<file path="src/sine_degrees_quarter_table_interp_assert.svh">
// ---------------------------------------------------------------------------
// sine_degrees_quarter_table_interp_assert.svh
// assertion macros shared by the sine block, sampled on clk, off in rst
// ---------------------------------------------------------------------------
`ifndef SINE_DEGREES_QUARTER_TABLE_INTERP_ASSERT_SVH
`define SINE_DEGREES_QUARTER_TABLE_INTERP_ASSERT_SVH

// same-cycle implication
`define SDQ_ASSERT_IMPL(lbl, ante, cons, msg) \
  lbl: assert property (@(posedge clk) disable iff (rst) (ante) |-> (cons)) else $error(msg);

// next-cycle implication
`define SDQ_ASSERT_NEXT(lbl, ante, cons, msg) \
  lbl: assert property (@(posedge clk) disable iff (rst) (ante) |=> (cons)) else $error(msg);

`endif

</file>
<file path="src/sdq_pkg.sv">
// ---------------------------------------------------------------------------
// sdq_pkg
// shared constants, types and the quarter-wave table for the sine block
// ---------------------------------------------------------------------------
package sdq_pkg;

  localparam int ANG_W     = 25;   // reduced angle, 0 to 360.0 in unsigned 9.16
  localparam int ROM_DEPTH = 257;
  localparam int ROM_AW    = 9;
  localparam int ROM_DW    = 17;

  localparam logic [ANG_W-1:0] CIRCLE_FX  = 25'd23592960;
  localparam logic [ANG_W-1:0] HALF_FX    = 25'd11796480;
  localparam logic [ANG_W-1:0] QUARTER_FX = 25'd5898240;
  localparam logic [ANG_W-1:0] THREE_Q_FX = 25'd17694720;
  localparam logic [17:0]      PHASE_MUL  = 18'h2d82d;

  typedef logic [ANG_W-1:0]  ang_t;
  typedef logic [ROM_AW-1:0] rom_addr_t;
  typedef logic [ROM_DW-1:0] rom_data_t;
  // entry k sits at bits k*ROM_DW and up
  typedef logic [ROM_DEPTH*ROM_DW-1:0] qrom_t;

  // round(sin(k * 90 / 256 deg) * 65536), evaluated at elaboration
  function automatic qrom_t qrom_init();
    qrom_t tbl;
    real   x;
    tbl = '0;
    for (int k = 0; k < ROM_DEPTH; k++) begin
      x = real'(k) * 3.14159265358979323846 / 512.0;
      tbl[k*ROM_DW +: ROM_DW] = ROM_DW'(int'($sin(x) * 65536.0));
    end
    return tbl;
  endfunction

endpackage

</file>
<file path="src/sdq_reduce.sv">
// ---------------------------------------------------------------------------
// sdq_reduce
// iterative modulo-360 reduction of a signed 16.16 angle on one subtractor
// ---------------------------------------------------------------------------
module sdq_reduce
  import sdq_pkg::*;
(
  input  logic               clk,
  input  logic               rst,
  input  logic               start,
  input  logic signed [31:0] angle,
  output logic               done,
  output ang_t               result
);

  typedef enum logic [2:0] {
    R_IDLE = 3'b001,
    R_ITER = 3'b010,
    R_FIN  = 3'b100
  } red_state_t;

  red_state_t  state;
  logic [31:0] x;
  logic        neg;
  logic [2:0]  k;
  logic        neg_in;
  logic [32:0] sub_a;
  logic [32:0] sub_b;
  logic [32:0] diff;

  // zero goes the negative way: -0 mod 360 leaves 0
  assign neg_in = angle[31] | (angle == 32'sd0);

  always_comb begin
    case (state)
      R_IDLE: begin
        sub_a = neg_in ? 33'd0 : {angle[31], angle};
        sub_b = neg_in ? {angle[31], angle} : 33'd1;
      end
      R_ITER: begin
        sub_a = {1'b0, x};
        sub_b = {1'b0, {7'd0, CIRCLE_FX} << k};
      end
      R_FIN: begin
        // negative: 360 - r; positive: r + 1 as r minus all ones
        sub_a = neg ? {8'd0, CIRCLE_FX} : {1'b0, x};
        sub_b = neg ? {1'b0, x} : '1;
      end
      default: begin
        sub_a = '0;
        sub_b = '0;
      end
    endcase
  end

  assign diff = sub_a - sub_b;

  always_ff @(posedge clk) begin
    if (rst) begin
      state <= R_IDLE;
      done  <= 1'b0;
    end else begin
      done <= 1'b0;
      case (state)
        R_IDLE: begin
          if (start) begin
            x     <= diff[31:0];
            neg   <= neg_in;
            k     <= 3'd7;
            state <= R_ITER;
          end
        end
        R_ITER: begin
          if (!diff[32]) begin
            x <= diff[31:0];
          end
          k <= k - 3'd1;
          if (k == 3'd0) begin
            state <= R_FIN;
          end
        end
        R_FIN: begin
          result <= (neg && x == 32'd0) ? '0 : diff[ANG_W-1:0];
          done   <= 1'b1;
          state  <= R_IDLE;
        end
        default: begin
          state <= R_IDLE;
        end
      endcase
    end
  end

endmodule

</file>
<file path="src/sdq_rom.sv">
// ---------------------------------------------------------------------------
// sdq_rom
// quarter-wave sine table, one registered read a cycle
// ---------------------------------------------------------------------------
module sdq_rom
  import sdq_pkg::*;
(
  input  logic      clk,
  input  rom_addr_t addr,
  output rom_data_t data
);

  localparam qrom_t QROM = qrom_init();

  always_ff @(posedge clk) begin
    data <= QROM[ROM_DW*addr +: ROM_DW];
  end

endmodule

</file>
<file path="src/sine_degrees_quarter_table_interp.sv">
// ---------------------------------------------------------------------------
// sine_degrees_quarter_table_interp
// sine of a 16.16 degree angle from a quarter-wave table with interpolation
// ---------------------------------------------------------------------------
// An angle is taken at a clock edge with start high and busy low. The sine
// appears on sine_value for one cycle with done high, and busy drops in that
// same cycle; no new angle is taken while busy. The modulo-360 reduction
// runs eight restoring steps on one subtractor plus load and correction;
// the later states run one shared multiplier (phase, then interpolation)
// around two reads of the single table port.
// done cannot be held off: the result must be taken in the cycle it shows.
// ---------------------------------------------------------------------------
`include "sine_degrees_quarter_table_interp_assert.svh"

module sine_degrees_quarter_table_interp
  import sdq_pkg::*;
(
  input  logic               clk,
  input  logic               rst,
  input  logic               start,
  input  logic signed [31:0] angle_degrees,
  output logic               busy,
  output logic               done,
  output logic signed [17:0] sine_value
);

  typedef enum logic [6:0] {
    S_IDLE   = 7'b0000001,
    S_REDUCE = 7'b0000010,
    S_PHASE  = 7'b0000100,
    S_ADDR0  = 7'b0001000,
    S_ADDR1  = 7'b0010000,
    S_INTERP = 7'b0100000,
    S_FINISH = 7'b1000000
  } state_t;

  state_t state;

  logic        red_start;
  logic        red_done;
  ang_t        red_result;

  ang_t        ang;
  logic [42:0] prod;
  logic [24:0] mul_a;
  logic [17:0] mul_b;
  logic [42:0] mul_p;

  logic               special;
  logic signed [17:0] special_val;
  logic               negate;
  logic [7:0]         slot;
  logic [15:0]        frac;
  rom_data_t          e0;

  logic [25:0] phase;
  logic        mirror;
  rom_addr_t   rom_addr;
  rom_data_t   rom_data;
  rom_data_t   slope;
  logic [16:0] mag;
  logic signed [17:0] val;

  assign busy      = (state != S_IDLE);
  assign red_start = start && (state == S_IDLE);

  sdq_reduce u_reduce (
    .clk    (clk),
    .rst    (rst),
    .start  (red_start),
    .angle  (angle_degrees),
    .done   (red_done),
    .result (red_result)
  );

  sdq_rom u_rom (
    .clk  (clk),
    .addr (rom_addr),
    .data (rom_data)
  );

  // phase and quarter decode
  assign phase  = prod[41:16];
  assign mirror = phase[24];

  assign rom_addr = (state == S_ADDR0) ? {1'b0, phase[23:16] ^ {8{mirror}}}
                                       : {1'b0, slot} + rom_addr_t'(1);

  // table rises, so the slope is never negative
  assign slope = rom_data - e0;

  // the one multiplier: angle times phase constant, then fraction times slope
  always_comb begin
    if (state == S_INTERP) begin
      mul_a = {9'd0, frac};
      mul_b = {1'b0, slope};
    end else begin
      mul_a = ang;
      mul_b = PHASE_MUL;
    end
  end

  assign mul_p = 43'(mul_a) * 43'(mul_b);

  assign mag = e0 + prod[32:16];
  assign val = signed'({1'b0, mag});

  always_ff @(posedge clk) begin
    if (rst) begin
      state <= S_IDLE;
      done  <= 1'b0;
    end else begin
      done <= 1'b0;
      case (state)
        S_IDLE: begin
          if (start) begin
            state <= S_REDUCE;
          end
        end
        S_REDUCE: begin
          if (red_done) begin
            ang   <= red_result;
            state <= S_PHASE;
          end
        end
        S_PHASE: begin
          prod    <= mul_p;
          special <= (ang == '0) || (ang == HALF_FX) || (ang == QUARTER_FX) ||
                     (ang == THREE_Q_FX);
          if (ang == QUARTER_FX) begin
            special_val <= 18'sd65536;
          end else if (ang == THREE_Q_FX) begin
            special_val <= -18'sd65536;
          end else begin
            special_val <= '0;
          end
          state <= S_ADDR0;
        end
        S_ADDR0: begin
          slot   <= phase[23:16] ^ {8{mirror}};
          frac   <= phase[15:0] ^ {16{mirror}};
          negate <= phase[25];
          state  <= S_ADDR1;
        end
        S_ADDR1: begin
          e0    <= rom_data;
          state <= S_INTERP;
        end
        S_INTERP: begin
          prod  <= mul_p;
          state <= S_FINISH;
        end
        S_FINISH: begin
          if (special) begin
            sine_value <= special_val;
          end else begin
            sine_value <= negate ? -val : val;
          end
          done  <= 1'b1;
          state <= S_IDLE;
        end
        default: begin
          state <= S_IDLE;
        end
      endcase
    end
  end

  `SDQ_ASSERT_NEXT(a_start_busy, start && !busy, busy, "accepted beat did not raise busy")
  `SDQ_ASSERT_IMPL(a_done_idle, done, !busy, "result strobe while still busy")
  `SDQ_ASSERT_IMPL(a_done_range, done, (sine_value <= 18'sd65536) && (sine_value >= -18'sd65536), "sine out of range")
  `SDQ_ASSERT_IMPL(a_red_when, red_done, state == S_REDUCE, "reduction finished outside its wait")
  `SDQ_ASSERT_IMPL(a_red_range, red_done, red_result <= CIRCLE_FX, "reduced angle above 360")

endmodule

</file>
<file path="config.mk">
export PLATFORM = sky130hd
export DESIGN_NAME = sine_degrees_quarter_table_interp
export DESIGN_NICKNAME = d
export VERILOG_FILES = /design/src/sdq_pkg.sv /design/src/sdq_reduce.sv /design/src/sdq_rom.sv /design/src/sine_degrees_quarter_table_interp.sv
export VERILOG_INCLUDE_DIRS = /design/src /design/src/src
export SDC_FILE = /design/constraint.sdc
export NUM_CORES = 2
export LEC_CHECK = 0
export ABC_AREA = 1
export ABC_CLOCK_PERIOD_IN_PS = 7730
export BUFFER_PORTS_ARGS = -buffer_cell sky130_fd_sc_hd__buf_2
export CAP_MARGIN = 20
export CORE_MARGIN = 3
export CORE_UTILIZATION = 51
export DETAILED_ROUTE_END_ITERATION = 10
export PLACE_DENSITY = 0.71
export SETUP_SLACK_MARGIN = 0.3
export SLEW_MARGIN = 20
export SYNTH_ARGS = -nofsm -noshare
export SYNTH_HDL_FRONTEND = slang
export SYNTH_SLANG_ARGS = --single-unit
</file>
<file path="constraint.sdc">
create_clock -name clk -period 7.73 [get_ports clk]
set_input_delay 0.773 -clock clk [delete_from_list [all_inputs] [get_ports clk]]
set_output_delay 0.773 -clock clk [all_outputs]
set_load 0.01 [all_outputs]
</file>
==> flow_metrics.py <==
metrics = {
    "critical_path": {
        "criticalPathCategory": "reg2reg",
        "timing.rr.end": "prod[33]",
        "crit_end": "prod[33]",
        "rrSetupSlack_ns": 0.56,
        "cp_max_fo": 46,
        "rr_worst_depth": 28,
        "startpoint_type": "flop",
        "required_ns": 7.99,
        "cpPeakStageDelay_ns": 0.56,
        "cp_data_arrival_time_ns": 7.42,
        "crit_path_start": "state[1]",
        "cp-end-kind": "flop",
        "critPathSlowestCell": "fa_1",
        "r2r_start": "state[1]",
    },
    "route": {
        "wl_per_cell_um": 20.1,
        "drt_iter0_drc": 2956,
        "dr.pass1.iters": 6,
        "vias": 27500,
        "drcViolationCount": 0,
        "drt-total-wl_um": 98100,
        "viasPerCell": 5.64,
        "ant_nets": 0,
    },
    "synthesis": {
        "synthArstFlopShare_pct": 0,
        "ys_ff_latch": 204,
        "postSynthAreaPerCell_um2": 7.62,
        "synth_fa_ha_area_share_pct": 32.6,
        "synth-edff-count": 175,
        "synthSimpleGateAreaFrac_pct": 24.3,
        "synth_area_mm2": 0.0301,
        "synth.area.mux_share_pct": 0,
        "synth_ff_type": "edfxtp_1",
        "synthCells": 3953,
        "synth-seq-area-share_pct": 19.4,
        "yosysWarningCount": 0,
        "yosysUniqueCellTypes": 60,
        "synth_top_family_by_area": "adder cells",
        "synth_xor_area_share_pct": 2.49,
        "synth_compound_area_share_pct": 9.12,
    },
    "sta": {
        "hold_violations": 0,
        "final.min_clock_period_ns": 7.17,
        "tns_ns": 0,
        "post-route-period-util_pct": 92.7,
        "report.final.slew_viol_count": 0,
        "fin_skew_ns": 0.0222,
        "timing.fmax_mhz": 139,
        "setup_viol_count_final": 0,
        "max-slew-margin-rel_pct": 37.4,
        "rsz0062_at_grt": "true",
        "setup_ws_ns": 0.561,
        "tightest_slew_ns": 0.939,
    },
    "cells_and_area": {
        "diodes": 0,
        "final_nets": 4691,
        "final-seq-area_mm2": 0.00584,
        "syn2layout_area_growth_pct": 10.1,
        "fillers": 5467,
        "multi_input_area_mm2": 0.0214,
        "drive_gt1_share_pct": 9.42,
    },
    "placed_design": {
        "io_buffers": 54,
        "dp_slack_ns": 0.358,
        "gp_congestion": 1.05,
        "dp_hpwl_um": 77300,
    },
    "clock_tree": {
        "cts_made_buffers": 23,
        "clkLatencyLatePin_ns": 0.53,
        "cts_num_sinks": 204,
        "cts_htree_levels": 1,
        "cts_buffer_depth": 3,
        "cts_tree": "built",
        "root_buffer": "clkbuf_16",
        "clk_pin_slew_ns": 0.06,
    },
    "power_and_ir_drop": {
        "cellPowerDensity_mw_per_mm2": 181,
        "leakage_nw": 16.7,
        "irDropWorstVdd_uv": 314,
    },
    "global_route": {
        "gr-total-overflow": 0,
        "grt_usage_pct": 30.9,
        "first_global_vias": 26700,
        "grt_start_max_net_pins": 88,
        "grt_pass1_wl_um": 152000,
        "grt_antenna_before_repair": 0,
    },
    "floorplan": {
        "io-pin-count": 55,
        "start_util_pct": 51.8,
        "die_x_um": 249,
        "rows": 88,
        "die_h_um": 249,
        "dieArea_mm2": 0.0621,
        "coreArea_mm2": 0.0581,
    },
    "outcome": {
        "status": "finished, final reports clean",
    },
    "worst_hold_path": {
        "hold_class": "reg2reg",
        "worstHoldStart": "u_reduce.result[19]",
    },
    "flow_run": {
        "cap_viol_max_count": 0,
    },
}
worst max-delay path: cells and delay by family (launching register included):
kind                     cells  cell delay, ns
AND/OR/NAND/NOR              6            0.71
flip-flops                   1            0.31
buffers and inverters        8            1.20
XOR/XNOR                     1            0.16
adder cells (fa/ha/maj)      7            3.39
AO/OA/AOI/OAI                6            1.10
layout make-up:
type                            count  share of cell area [%]
Clock buffer                       30                    1.97
Clock inverter                     12                   0.502
Inverter                          804                    9.15
Multi-Input combinational cell   2901                    64.4
Sequential cell                   204                    17.6
Tap cell                          765                    2.89
Timing Repair Buffer              158                    3.48
kinds of logic (layout without fill, tap and decap cells):
kind of cell,count (synthesis),after routing
AND/OR/NAND/NOR,1678,1678
flip-flops,204,204
adder cells (fa/ha/maj),564,564
other,2,80
XOR/XNOR,85,85
AO/OA/AOI/OAI,494,494
buffers and inverters,926,1004
flip-flops by register name (all words and copies together) (netlist names):
name and cells:
u_reduce.neg 1, state 7, prod 26, done 1, u_rom.data 17, special 1, negate 1, u_reduce.x 32
u_reduce.result 25, u_reduce.state 3, frac 16, sine_value 18, slot 8, special_val 2, ang 25, e0 17
u_reduce.k 3, u_reduce.done 1
cells in the final DEF, fill, tap and decap left out, types with 21 or more instances in the layout:
cell and n:
nand3_1 318, fa_1 365, inv_2 26, clkbuf_16 25, buf_4 94, a31oi_1 30, dfxtp_1 29, nand2_1 848
o21ai_1 41, inv_1 769, xnor2_1 23, edfxtp_1 175, xor2_1 61, nand2_4 21, nor3_1 28, conb_1 80
nand4_1 37, nor2_1 306, a21oi_1 182, o21ai_0 129, nand2_2 28, ha_1 181, buf_2 54
per-layer routing:
metal,wire length [um],track usage [%],vias up
li1,-,-,12700
met1,40100,43.5,13100
met2,44000,48.5,1441
met3,9340,4.34,313
met4,4600,12.3,0
met5,0,0,-
through the flow:
stage                     util, %  cells  total power, mW  hold slack [ns]  cell area [um^2]
after detailed placement     54.4   4800             4.51            0.405             31600
final                        57.1   4874             6.01            0.419             33200
after global routing         57.1   4874             6.44            0.423             33200
after global placement       54.4   4800             4.52            0.404             31600
after CTS                    55.8   4842             5.72            0.419             32400
after floorplan                 -   4031             3.66            0.400             30400
how the worst min path moves through the flow:
| stage | to | cells past startpoint |
|---|---|---|
| detailed placement | ang[13] | 0 |
| floorplan | ang[0] | 0 |
| finish | ang[19] | 0 |
| global route | ang[11] | 0 |
| global placement | ang[6] | 0 |
| CTS | ang[13] | 0 |
cells in the mapped netlist, drive strengths merged (29+ instances only):
library cell    n  area (um^2)
nand2         898         3580
inv           800         3010
fa            368         7370
nor2          333         1320
nand3         331         1720
a21oi         201         1020
ha            196         2450
edfxtp        175         5260
o21ai         174          878
buf            74          464
xor2           61          534
clkbuf         48          180
nand4          37          231
nor3           32          160
a31oi          30          188
dfxtp          29          581
power by group:
part | switching [mW] | total [mW] | internal [mW]
sequential | 0.0190 | 1.43 | 1.41
clock | 0.467 | 1.17 | 0.707
combinational | 2.17 | 3.41 | 1.24
timing repair:
item / in CTS / in global routing
hold buffers: 0 / 0
endpoints found under the setup margin: 0 / 25
gates resized for setup: 0 / 120
buffers inserted: 0 / 31
Note: power is estimated with default switching activity, not from simulation.
